==> config.mk <==
export PLATFORM = sky130hd
export DESIGN_NAME = vcc_cfg
export DESIGN_NICKNAME = d
export VERILOG_FILES = /design/src/sv/vcc_pkg.sv /design/src/sv/vcc_cfg.sv
export SDC_FILE = /design/constraint.sdc
export NUM_CORES = 1
export LEC_CHECK = 0
export BUFFER_PORTS_ARGS = -buffer_cell sky130_fd_sc_hd__buf_2
export CAP_MARGIN = 0
export CORE_UTILIZATION = 31
export CTS_CLUSTER_SIZE = 24
export DETAILED_ROUTE_END_ITERATION = 6
export PLACE_DENSITY_LB_ADDON = 0.08
export SETUP_SLACK_MARGIN = 0.5
export SYNTH_ARGS = -nofsm -noshare
export SYNTH_HDL_FRONTEND = slang
export SYNTH_SLANG_ARGS = --single-unit
==> constraint.sdc <==
create_clock -name i_clk -period 7.4 [get_ports i_clk]
set_input_delay 0.74 -clock i_clk [delete_from_list [all_inputs] [get_ports i_clk]]
set_output_delay 0.74 -clock i_clk [all_outputs]
set_load 0.01 [all_outputs]
==> src/sv/vcc_pkg.sv <==
package vcc_pkg;

    localparam int DATA_W  = 16;
    localparam int SIZE_W  = 10;
    localparam int COORD_W = 9;
    localparam int EDGE_W  = 12;
    localparam int CNT_W   = 27;
    localparam int CIDX_W  = 2;

    // configuration register indexes
    localparam logic [CIDX_W-1:0] CFG_ISO    = 2'd0;
    localparam logic [CIDX_W-1:0] CFG_WIDTH  = 2'd1;
    localparam logic [CIDX_W-1:0] CFG_HEIGHT = 2'd2;
    localparam logic [CIDX_W-1:0] CFG_DEPTH  = 2'd3;

    // crossed edges a cell owns, by boundary case
    localparam logic [EDGE_W-1:0] OWN_BASE = 12'h109;
    localparam logic [EDGE_W-1:0] OWN_X    = 12'h804;
    localparam logic [EDGE_W-1:0] OWN_Y    = 12'h202;
    localparam logic [EDGE_W-1:0] OWN_Z    = 12'h090;
    localparam logic [EDGE_W-1:0] OWN_XY   = 12'h400;
    localparam logic [EDGE_W-1:0] OWN_XZ   = 12'h040;
    localparam logic [EDGE_W-1:0] OWN_YZ   = 12'h020;

    // quad emission codes
    localparam logic [1:0] QUAD_NONE   = 2'd0;
    localparam logic [1:0] QUAD_FAR    = 2'd1;
    localparam logic [1:0] QUAD_ORIGIN = 2'd2;

    typedef struct packed {
        logic [COORD_W-1:0] cell_x;
        logic [COORD_W-1:0] cell_y;
        logic [COORD_W-1:0] cell_z;
        logic               emit;
        logic               done;
        logic               last_x;
        logic               last_y;
        logic               last_z;
        logic               allow_y;
        logic               allow_z;
        logic               allow_x;
    } t_cell_info;

    typedef struct packed {
        logic [7:0] corner;
        t_cell_info info;
    } t_s1;

    // edge e is set when its two corners differ
    function automatic logic [EDGE_W-1:0] edges_of(input logic [7:0] c);
        return {c[3] ^ c[7], c[2] ^ c[6], c[1] ^ c[5], c[0] ^ c[4],
                c[7] ^ c[4], c[6] ^ c[7], c[5] ^ c[6], c[4] ^ c[5],
                c[3] ^ c[0], c[2] ^ c[3], c[1] ^ c[2], c[0] ^ c[1]};
    endfunction

    function automatic logic [1:0] quad_code(input logic c0, input logic cf,
                                             input logic allow);
        logic [1:0] q;
        q = QUAD_NONE;
        if (allow && (c0 != cf)) begin
            q = cf ? QUAD_FAR : QUAD_ORIGIN;
        end
        return q;
    endfunction

endpackage

==> src/sv/vcc_cfg.sv <==
module vcc_cfg #(
    parameter int MAX_WIDTH  = 512,
    parameter int MAX_HEIGHT = 512,
    parameter int MAX_DEPTH  = 512,
    localparam int WW = $clog2(MAX_WIDTH + 1),
    localparam int HW = $clog2(MAX_HEIGHT + 1),
    localparam int DW = $clog2(MAX_DEPTH + 1),
    localparam int LD = MAX_WIDTH * MAX_HEIGHT + MAX_WIDTH + 1,
    localparam int AW = $clog2(LD)
) (
    input  logic                                i_clk,
    input  logic                                i_rst_n,
    input  logic                                i_we,
    input  logic [vcc_pkg::CIDX_W-1:0]          i_index,
    input  logic [vcc_pkg::DATA_W-1:0]          i_data,
    output logic signed [vcc_pkg::DATA_W-1:0]   o_iso,
    output logic [WW-1:0]                       o_w,
    output logic [HW-1:0]                       o_h,
    output logic [DW-1:0]                       o_d,
    output logic [AW-1:0]                       o_sl,
    output logic [AW-1:0]                       o_slw
);

    localparam int RST_W  = (MAX_WIDTH < 512) ? MAX_WIDTH : 512;
    localparam int RST_H  = (MAX_HEIGHT < 512) ? MAX_HEIGHT : 512;
    localparam int RST_D  = (MAX_DEPTH < 512) ? MAX_DEPTH : 512;
    localparam int RST_SL = RST_W * RST_H;

    logic signed [vcc_pkg::DATA_W-1:0] r_iso, n_iso;
    logic [WW-1:0] r_w, n_w;
    logic [HW-1:0] r_h, n_h;
    logic [DW-1:0] r_d, n_d;
    logic [AW-1:0] r_sl, n_sl;
    logic [AW-1:0] r_slw, n_slw;

    function automatic logic [12:0] clamp_size(input logic [vcc_pkg::SIZE_W-1:0] v,
                                               input int hi);
        logic [12:0] r;
        r = 13'(v);
        if (v < 10'd3) begin
            r = 13'd3;
        end else if (int'(v) > hi) begin
            r = 13'(hi);
        end
        return r;
    endfunction

    always_comb begin
        n_iso = r_iso;
        n_w   = r_w;
        n_h   = r_h;
        n_d   = r_d;
        case (i_index)
            vcc_pkg::CFG_ISO:    n_iso = $signed(i_data);
            vcc_pkg::CFG_WIDTH:  n_w = WW'(clamp_size(i_data[vcc_pkg::SIZE_W-1:0], MAX_WIDTH));
            vcc_pkg::CFG_HEIGHT: n_h = HW'(clamp_size(i_data[vcc_pkg::SIZE_W-1:0], MAX_HEIGHT));
            vcc_pkg::CFG_DEPTH:  n_d = DW'(clamp_size(i_data[vcc_pkg::SIZE_W-1:0], MAX_DEPTH));
            default: ;
        endcase
        // slice size and slice plus line, held ready for the tap addresses
        n_sl  = AW'(n_w) * AW'(n_h);
        n_slw = n_sl + AW'(n_w);
    end

    always_ff @(posedge i_clk) begin
        if (!i_rst_n) begin
            r_iso <= '0;
            r_w   <= WW'(RST_W);
            r_h   <= HW'(RST_H);
            r_d   <= DW'(RST_D);
            r_sl  <= AW'(RST_SL);
            r_slw <= AW'(RST_SL + RST_W);
        end else if (i_we) begin
            r_iso <= n_iso;
            r_w   <= n_w;
            r_h   <= n_h;
            r_d   <= n_d;
            r_sl  <= n_sl;
            r_slw <= n_slw;
        end
    end

    assign o_iso = r_iso;
    assign o_w   = r_w;
    assign o_h   = r_h;
    assign o_d   = r_d;
    assign o_sl  = r_sl;
    assign o_slw = r_slw;

endmodule

==> impl_metrics.toml <==
[cts]
cts-root-buf = "clkbuf_16"
cts_buffer_depth = 2
cts_hold_buf = 0
clkSlewWorstSetupHoldPaths_ns = 0.07
numCtsBuffers = 9
clock_latency_ns = 0.36
cts.sinks = 84
cts.htree.levels = 3
tritoncts = "done"

[global_route]
antenna_found_initial = 1
grt_pass1_wl_mm = 34.5
grt_overflow = 0
grt_pass1_vias = 6277
grt_max_degree = 65
grtUsageTotal_pct = 18.6

[critical_path]
cp-start-kind = "input port"
slowest_stage = "fa_1"
r2r-start = "o_w[2]$_SDFFE_PN0P_"
required_ns = 7.68
crit_buf_inv = 5
r2r_slack_ns = 1.36
slowest_delay_ns = 0.60
crit_chain = "buf_2, nor4_2, and3_1, a21oi_2, o21a_1, inv_2, nand2_1, fa_1, fa_1, inv_1, fa_1, fa_1, fa_1, ha_4, buf_4, nand2_1, o211ai_1, o31ai_4, buf_4, mux2i_1, o2111a_1, or3_1, or4_1, a31oi_1"
cp-startpoint = "i_data[2]"
crit_family = "adder cells"
endpoint_kind = "register"
cpMostUsedCell = "fa_1"
cp_max_fo = 4
worstPathArrival_ns = 6.88
critPathKind = "input port to register"

[yosys]
synthesis.nets = 1030
synth.top_cells.by_area = "dfxtp_1 23%, fa_1 17%, ha_1 11%"
synth.avg_cell_area_um2 = 8.19
synth_edf_count = 0
synth_area_um2 = 7250
synth_seq_cells = 84
ys_warn_count = 0
synth_cells = 886
yosys.area.top_type_share_pct = 23.2
synth_cell_types = 64
synth_most_common_cell = "nor2_1"
ys.flop_type = "dfxtp_1"
ys_async_sr_fraction_pct = 0
synth_seq_area_share_pct = 23.2
yosysTopAreaCell = "dfxtp_1"
netlist_top_cells_count = "135 x nor2_1, 121 x nand2_1, 91 x inv_1"

[sta]
drv_slew = 0
period_share_pct = 89.2
maxSlewHeadroom_pct = 48.5
period_needed_ns = 6.60
worst_slew_pin_slew_ns = 0.773
setup_tns_ns = 0
hold_violations = 0
hold_slack_ns = 0.451
setup_viol = 0
fmax_mhz = 151
skew_ns = 0.0155
rsz0062_at_grt = "false"

[place]
port_buffers = 104
gp_routability_congestion = 0.771
dp_cells = 1311
place_hpwl_mm = 16.8

[route]
drtIter0Drc = 213
drc_errors = 0
met2_length_mm = 10.2
wl_met1_mm = 10.1
wl_per_cell_um = 16.1
drt-pass1-iter-count = 4
viasPerCell = 4.72
wl_met3_um = 886
ant_nets = 0
drt-total-wl_mm = 21.4
top_layer = "met4"
vias = 6281

[die]
start_util_pct = 31.8
die_x_um = 155
core-area_um2 = 22800
pin_count = 105
dieArea_um2 = 24000
num_rows = 55
die_h_um = 155

[cells_and_area]
seq_area_um2 = 1680
synthToLayoutAreaGrowth_pct = 21.6
fill_cells = 2427
diodes = 0
final_cells = 1330
drive_gt1_share_pct = 20.6
multi_input_area_um2 = 5190
final_net_count = 1156

[worst_hold_path]
hp-class = "register to register"
min_from = "o_iso[15]$_SDFFE_PN0P_"

[power_and_ir_drop]
power.density_nw_per_um2 = 186
leakagePower_uw = 0.00431
power.total_uw = 1640
vdd_ir_drop_max_mv = 0.115

[status]
status = "completed"

[job]
drv_cap = 0
[worst paths after layout]
kind | to | cells past startpoint
hold / removal | o_iso[15]$_SDFFE_PN0P_ | 2
setup / recovery | o_slw[17]$_SDFFE_PN0P_ | 24
hold reg to reg | o_iso[15]$_SDFFE_PN0P_ | 2
setup reg to reg | o_slw[17]$_SDFFE_PN0P_ | 20
[logic make-up (layout without fill, tap and decap cells)]
logic type                 count (synthesis)  count (layout)  synth area share, %
and+or+nand+nor                          335             335                 20.7
DFF                                       84              84                 23.2
muxes                                     32              32                 4.42
xor gates and xnor gates                  25              25                 3.02
adders and majority gates                123             123                 27.6
buffers and inverters                    130             261                 6.74
AOI/OAI and AO/OA                        157             157                 14.3
[report_power, final]
part | internal [uW] | switching [uW] | total [uW]
Clock | 268 | 226 | 494
Sequential | 490 | 20.6 | 510
Combinational | 267 | 372 | 639
Total | 1020 | 619 | 1640
[layer usage]
layer  vias up  track usage (%)
li1       3186                -
met1      2956             24.8
met2       121             31.5
met3        18             2.62
met4         0             4.76
met5         -                0
[flip-flops by register name, indices dropped and copies added (netlist names)]
name   count
o_w       10
o_slw     19
o_d       10
o_sl      19
o_iso     16
o_h       10
[metrics by stage]
| stage | util (%) | cell area, um^2 | setup WS (ns) |
|---|---|---|---|
| final | 38.7 | 8820 | 0.799 |
| after floorplan | - | 7280 | 0.511 |
| after global placement | 36.9 | 8410 | 0.00238 |
| after CTS | 38.3 | 8730 | 0.586 |
| after detailed placement | 36.9 | 8410 | 0.0743 |
| after global routing | 38.7 | 8820 | 0.493 |
[layout make-up]
class                      count  share of cell area, %
tap                          313                   4.44
clock buffer                   9                   2.55
clock inverter                 7                  0.922
sequential                    84                   19.1
multi-input combinational    672                   58.9
timing repair buffer         152                   10.2
inverter                      93                   3.97
[cells in the final DEF, fill, tap and decap left out, types with 5 or more instances in the layout]
| cell type | Yosys | layout |
|---|---|---|
| nand3_1 | 13 | 12 |
| nor3_1 | 5 | 5 |
| dfxtp_1 | 84 | 84 |
| nand2_1 | 121 | 121 |
| mux2i_1 | 32 | 32 |
| a211oi_1 | 19 | 18 |
| a21oi_1 | 51 | 47 |
| nor2_1 | 135 | 135 |
| nor2b_1 | 9 | 9 |
| inv_1 | 91 | 88 |
| buf_2 | 1 | 103 |
| ha_1 | 61 | 57 |
| o21a_1 | 20 | 20 |
| or2_2 | 7 | 7 |
| a21o_1 | 6 | 6 |
| xnor2_1 | 23 | 22 |
| or3_1 | 8 | 8 |
| o21ai_1 | 6 | 8 |
| and2_1 | 6 | 6 |
| buf_4 | 0 | 48 |
| nand2b_1 | 9 | 9 |
| clkbuf_16 | 0 | 9 |
| fa_1 | 62 | 62 |
| o21ai_0 | 21 | 18 |
[worst reg2reg max path, delay by kind of cell, from the launching register on]
kind,cells,cell delay [ns]
simple gates,5,1.31
buf+inv,3,0.37
compound gates,5,0.92
flops,1,0.37
fa+ha+maj,6,2.92
mux,1,0.08
[what timing repair did]
item                                    4_1_cts  5_1_grt
resized for setup                             2       17
endpoints found under the setup margin        4        9
setup buffers                                 1        2
pin swaps                                     1        6
Power figures use the tool's default switching activity.
