[config.mk]
export PLATFORM = sky130hd
export DESIGN_NAME = vcc_classify
export DESIGN_NICKNAME = d
export VERILOG_FILES = /design/src/sv/vcc_pkg.sv /design/src/sv/vcc_classify.sv
export SDC_FILE = /design/constraint.sdc
export NUM_CORES = 1
export LEC_CHECK = 0
export BUFFER_PORTS_ARGS = -buffer_cell sky130_fd_sc_hd__buf_2
export CORE_MARGIN = 8
export CORE_UTILIZATION = 46
export DETAILED_ROUTE_END_ITERATION = 16
export GPL_TIMING_DRIVEN = 0
export PLACE_DENSITY = 0.76
export SLEW_MARGIN = 20
export SYNTH_ARGS = -nofsm -noshare
export SYNTH_HDL_FRONTEND = slang
export SYNTH_SLANG_ARGS = --single-unit
export TNS_END_PERCENT = 5
[constraint.sdc]
create_clock -name i_clk -period 3.6 [get_ports i_clk]
set_clock_uncertainty 0.1 [all_clocks]
set_input_delay 0.54 -clock i_clk [delete_from_list [all_inputs] [get_ports i_clk]]
set_output_delay 0.54 -clock i_clk [all_outputs]
set_load 0.05 [all_outputs]
[src/sv/vcc_pkg.sv]
package vcc_pkg;

    localparam int DATA_W  = 16;
    localparam int SIZE_W  = 10;
    localparam int COORD_W = 9;
    localparam int EDGE_W  = 12;
    localparam int CNT_W   = 27;
    localparam int CIDX_W  = 2;

    // configuration register indexes
    localparam logic [CIDX_W-1:0] CFG_ISO    = 2'd0;
    localparam logic [CIDX_W-1:0] CFG_WIDTH  = 2'd1;
    localparam logic [CIDX_W-1:0] CFG_HEIGHT = 2'd2;
    localparam logic [CIDX_W-1:0] CFG_DEPTH  = 2'd3;

    // crossed edges a cell owns, by boundary case
    localparam logic [EDGE_W-1:0] OWN_BASE = 12'h109;
    localparam logic [EDGE_W-1:0] OWN_X    = 12'h804;
    localparam logic [EDGE_W-1:0] OWN_Y    = 12'h202;
    localparam logic [EDGE_W-1:0] OWN_Z    = 12'h090;
    localparam logic [EDGE_W-1:0] OWN_XY   = 12'h400;
    localparam logic [EDGE_W-1:0] OWN_XZ   = 12'h040;
    localparam logic [EDGE_W-1:0] OWN_YZ   = 12'h020;

    // quad emission codes
    localparam logic [1:0] QUAD_NONE   = 2'd0;
    localparam logic [1:0] QUAD_FAR    = 2'd1;
    localparam logic [1:0] QUAD_ORIGIN = 2'd2;

    typedef struct packed {
        logic [COORD_W-1:0] cell_x;
        logic [COORD_W-1:0] cell_y;
        logic [COORD_W-1:0] cell_z;
        logic               emit;
        logic               done;
        logic               last_x;
        logic               last_y;
        logic               last_z;
        logic               allow_y;
        logic               allow_z;
        logic               allow_x;
    } t_cell_info;

    typedef struct packed {
        logic [7:0] corner;
        t_cell_info info;
    } t_s1;

    // edge e is set when its two corners differ
    function automatic logic [EDGE_W-1:0] edges_of(input logic [7:0] c);
        return {c[3] ^ c[7], c[2] ^ c[6], c[1] ^ c[5], c[0] ^ c[4],
                c[7] ^ c[4], c[6] ^ c[7], c[5] ^ c[6], c[4] ^ c[5],
                c[3] ^ c[0], c[2] ^ c[3], c[1] ^ c[2], c[0] ^ c[1]};
    endfunction

    function automatic logic [1:0] quad_code(input logic c0, input logic cf,
                                             input logic allow);
        logic [1:0] q;
        q = QUAD_NONE;
        if (allow && (c0 != cf)) begin
            q = cf ? QUAD_FAR : QUAD_ORIGIN;
        end
        return q;
    endfunction

endpackage

[src/sv/vcc_classify.sv]
module vcc_classify (
    input  logic                              i_clk,
    input  logic                              i_rst_n,
    input  logic                              i_s1_valid,
    input  vcc_pkg::t_s1                      i_s1,
    output logic                              o_s1_ready,
    output logic                              o_valid,
    input  logic                              i_ready,
    output logic [vcc_pkg::COORD_W-1:0]       o_cell_x,
    output logic [vcc_pkg::COORD_W-1:0]       o_cell_y,
    output logic [vcc_pkg::COORD_W-1:0]       o_cell_z,
    output logic [7:0]                        o_corner_mask,
    output logic [vcc_pkg::EDGE_W-1:0]        o_edge_mask,
    output logic [vcc_pkg::EDGE_W-1:0]        o_intersect_mask,
    output logic [1:0]                        o_quad_along_y,
    output logic [1:0]                        o_quad_along_z,
    output logic [1:0]                        o_quad_along_x,
    output logic [vcc_pkg::CNT_W-1:0]         o_cell_number,
    output logic                              o_volume_done
);

    logic [vcc_pkg::EDGE_W-1:0] edges;
    logic [vcc_pkg::EDGE_W-1:0] own;
    logic                       load;

    logic                        r_valid;
    logic [vcc_pkg::CNT_W-1:0]   r_cnt;
    logic [vcc_pkg::COORD_W-1:0] r_cell_x, r_cell_y, r_cell_z;
    logic [7:0]                  r_corner;
    logic [vcc_pkg::EDGE_W-1:0]  r_edges, r_isect;
    logic [1:0]                  r_qy, r_qz, r_qx;
    logic [vcc_pkg::CNT_W-1:0]   r_num;
    logic                        r_done;

    // cells that emit nothing drain without waiting on the output register
    assign o_s1_ready = !i_s1.info.emit || !r_valid || i_ready;
    assign load       = i_s1_valid && o_s1_ready && i_s1.info.emit;

    assign edges = vcc_pkg::edges_of(i_s1.corner);

    always_comb begin
        own = vcc_pkg::OWN_BASE;
        if (i_s1.info.last_x) own = own | vcc_pkg::OWN_X;
        if (i_s1.info.last_y) own = own | vcc_pkg::OWN_Y;
        if (i_s1.info.last_z) own = own | vcc_pkg::OWN_Z;
        if (i_s1.info.last_x && i_s1.info.last_y) own = own | vcc_pkg::OWN_XY;
        if (i_s1.info.last_x && i_s1.info.last_z) own = own | vcc_pkg::OWN_XZ;
        if (i_s1.info.last_y && i_s1.info.last_z) own = own | vcc_pkg::OWN_YZ;
    end

    always_ff @(posedge i_clk) begin
        if (!i_rst_n) begin
            r_valid <= 1'b0;
            r_cnt   <= '0;
        end else begin
            if (load) begin
                r_valid <= 1'b1;
            end else if (i_ready) begin
                r_valid <= 1'b0;
            end
            if (load) begin
                if (i_s1.info.done) begin
                    r_cnt <= '0;
                end else if (edges != '0) begin
                    r_cnt <= r_cnt + vcc_pkg::CNT_W'(1);
                end
            end
        end
    end

    always_ff @(posedge i_clk) begin
        if (load) begin
            r_cell_x <= i_s1.info.cell_x;
            r_cell_y <= i_s1.info.cell_y;
            r_cell_z <= i_s1.info.cell_z;
            r_corner <= i_s1.corner;
            r_edges  <= edges;
            r_isect  <= edges & own;
            r_qy     <= vcc_pkg::quad_code(i_s1.corner[0], i_s1.corner[1], i_s1.info.allow_y);
            r_qz     <= vcc_pkg::quad_code(i_s1.corner[0], i_s1.corner[4], i_s1.info.allow_z);
            r_qx     <= vcc_pkg::quad_code(i_s1.corner[0], i_s1.corner[3], i_s1.info.allow_x);
            r_num    <= r_cnt;
            r_done   <= i_s1.info.done;
        end
    end

    assign o_valid          = r_valid;
    assign o_cell_x         = r_cell_x;
    assign o_cell_y         = r_cell_y;
    assign o_cell_z         = r_cell_z;
    assign o_corner_mask    = r_corner;
    assign o_edge_mask      = r_edges;
    assign o_intersect_mask = r_isect;
    assign o_quad_along_y   = r_qy;
    assign o_quad_along_z   = r_qz;
    assign o_quad_along_x   = r_qx;
    assign o_cell_number    = r_num;
    assign o_volume_done    = r_done;

endmodule

==> metrics <==
clock latency on the worst-skew pair=0.50 ns; drt total wl=approximately 12 mm; R2R cell count=7; power per standard cell area=between 500 and 600 nW/um^2; Seq/Total Area, Yosys=70.15%; vias in the first global route=3404; most common cell in the netlist=edfxtp_1; non-filler cells, final=around 650; Final Critical Period=2.307 ns; Reg2Reg Capture Point=r_cnt[26]; 1st-iter DRT viols=about 360; routed via count=about 3500; Final Cycle Share=~64%; post-synth top area share=between 50 and 60%; main area contributors after synthesis=edfxtp_1 (58%), dfxtp_1 (12%), a21oi_1 (2.3%), xor2_1 (2.3%), o21ai_0 (2.0%); largest net degree at the start of global routing=63; initial antenna violation count=0; Cell variety after synth=45; most frequent cells after synthesis=edfxtp_1 (90), dfxtp_1 (28), a21oi_1 (21), nand2_1 (20); Hold Path Depth=1; CP Data Arrival Time=between 2 and 3 ns; clk slew on worst S/H paths=0.06 ns; Die Span X=116.6 microns; total CTS buffers=17; max-slew violations=0; internal power=2586 uW; Routed wire per std cell=about 18 microns; share of layout cells above drive strength 1=36.66%; drt drc=0; unrepaired setup endpoints after global routing=no; Hold Violations, Final=0; cell accounting for the most synthesized area=edfxtp_1; Port Buffer Count=141; Max H-tree Level=4; Root Buffer Master=clkbuf_8; Max Fanout on Critical Path=10; hold wc startpoint=i_s1[30]; Gate power share=between 10% and 20%; worst vdd ir=0.2631 mV; CTS max path bufs=2; Cells after Synth=347; hpwl dp=between 8 and 9 mm; I/O pins=142; cts repair resizes=0; TritonRoute pass-1 iters=4; syn nets=395; CORE AREA=slightly below 10000 sq um; clock sink total=118; prevailing post-synth register cell=edfxtp_1; Crit. End Element=flop; setup bufs post-CTS=0; first-pass GRT wire length=approximately 17 mm; synthesized flop and latch total=around 120; Psw=837.8 uW; gpl congestion=roughly 0.89; maxcap violations=0; overall power=3424 uW; Mean Syn Cell Area=13.41 sq um; post-synthesis cell area=4652 sq um; sequential power share=between 40% and 50%; vias per inst=between 5 and 6; asr flop ratio synth=0%; gr usage total=16.68%; DP Cell Count=622; Worst R2R Setup Slack=1.29 ns; post-layout util=62.21%; outcome=complete, no violations; CP required=3.93 ns; CTS tree=built; Die Ht=116.6 microns; Routed Antenna Nets=0; hold_buf cts=0; Layout area overhead=31.31%; worst rel slew slack=around 64%; Leak Pwr=0.002344 uW; Hold EP=o_cell_x[4]; fin area=between 6000 and 7000 sq um; row cnt=36; Ys Warns=0; Setup Crit Path Kind=flop to flop; worst min path class=input port to flop; placed inst area=5554 sq um; NumNets Final=about 560; sw frac=between 20 and 25%; reg2reg start=r_cnt[1]; # diodes=0; Least-Margin Pin Slew=0.5448 ns; startpoint types=flop; Fmax achieved=433.4 MHz; Clock power frac=44.9%; # setup viols final=0; Starting Density=47.38%; die area=13590 sq um; Post-synth EDFFs=90; total grt overflow=0
==> placed cells by master (no fill, tap or decap), types with 4 or more instances in the layout <==
cell type	Yosys	routed
o21ai_1	5	5
a41oi_1	10	10
a31oi_1	5	5
clkbuf_16	0	17
o21ai_0	19	19
nand2b_1	4	4
nand3_1	5	5
dfxtp_1	28	28
xor2_1	12	12
or4_1	4	4
buf_2	4	145
clkbuf_1	15	18
edfxtp_1	90	90
nand2_1	20	20
a21oi_1	21	21
nand4_1	15	15
and3_1	8	8
clkinv_2	0	6
nor2_1	19	19
or3_1	10	10
and2_1	8	8
==> cell type report <==
type,count,area [sq um]
plain buffers,25,132.6
clock buffers,23,478.0
clock inverters,9,76.32
fillers,788,3711
inverters,3,13.76
multi-input cells,201,1245
flip-flops and latches,118,3263
well taps,133,166.4
repair buffers,142,733.2
==> worst max-delay path by stage <==
| stage | startpoint | end | depth (start not counted) |
|---|---|---|---|
| floorplan | i_ready | r_cnt[0] | 6 |
| detailed placement | i_s1[6] | r_cnt[14] | 7 |
| global placement | i_ready | r_cnt[1] | 7 |
| finish | r_cnt[1] | r_cnt[26] | 7 |
| CTS | r_cnt[0] | r_cnt[26] | 7 |
| global route | r_cnt[0] | r_cnt[26] | 7 |
==> layer usage <==
| metal | vias to the layer above | track usage [%] | routed length (microns) |
|---|---|---|---|
| li1 | 1647 | - | - |
| met1 | 1663 | 18.63 | 4290 |
| met2 | 193 | 28.70 | 5696 |
| met3 | 15 | 5.377 | 1451 |
| met4 | 0 | 7.253 | 138 |
| met5 | - | 0 | 0 |
==> registers in the layout, summed over array words and instances (netlist names), 2 cells and up <==
register	flops
o_cell_number	27
o_corner_mask	8
o_cell_x	9
o_quad_along_y	2
r_cnt	27
o_intersect_mask	9
o_quad_along_x	2
o_quad_along_z	2
o_edge_mask	12
o_cell_y	9
o_cell_z	9
==> per-stage QoR <==
stage	hold WS [ns]	setup TNS [ns]	worst slack, ns
5_1_grt	0.08572	0	1.066
3_3_place_gp	0.3660	-46.04	-1.027
3_5_place_dp	0.3696	0	1.046
2_1_floorplan	0.3394	0	0.04656
4_1_cts	0.08041	0	1.339
6_report	0.1085	0	1.293
==> power by group through the flow <==
stage / Sequential [uW] / Clock, uW / Combinational (uW)
4_1_cts: 1540 / 1570 / 355
3_3_place_gp: 1570 / 0 / 345
5_1_grt: 1540 / 1620 / 369
2_1_floorplan: 1740 / 0 / 78.2
6_report: 1540 / 1540 / 352
3_5_place_dp: 1560 / 0 / 353
==> critical path, cell delays in order, from the launching register on <==
cell and delay (ns):
dfxtp_1 0.43, ha_1 0.37, and2_1 0.17, buf_2 0.23, nor2b_2 0.31, nand4_1 0.15, or3_1 0.32, a31oi_1 0.15
==> cell families (layout without fill, tap and decap cells) <==
family	after synthesis	count (layout)	synth area share (%)
xor gates and xnor gates	12	12	2.259
buffers and inverters	28	202	3.093
muxes	2	2	0.4304
and+or+nand+nor	113	113	13.74
DFF	118	118	70.15
adders and majority gates	1	1	0.2689
AOI/OAI and AO/OA	73	73	10.06
(Power assumes the default switching activity.)
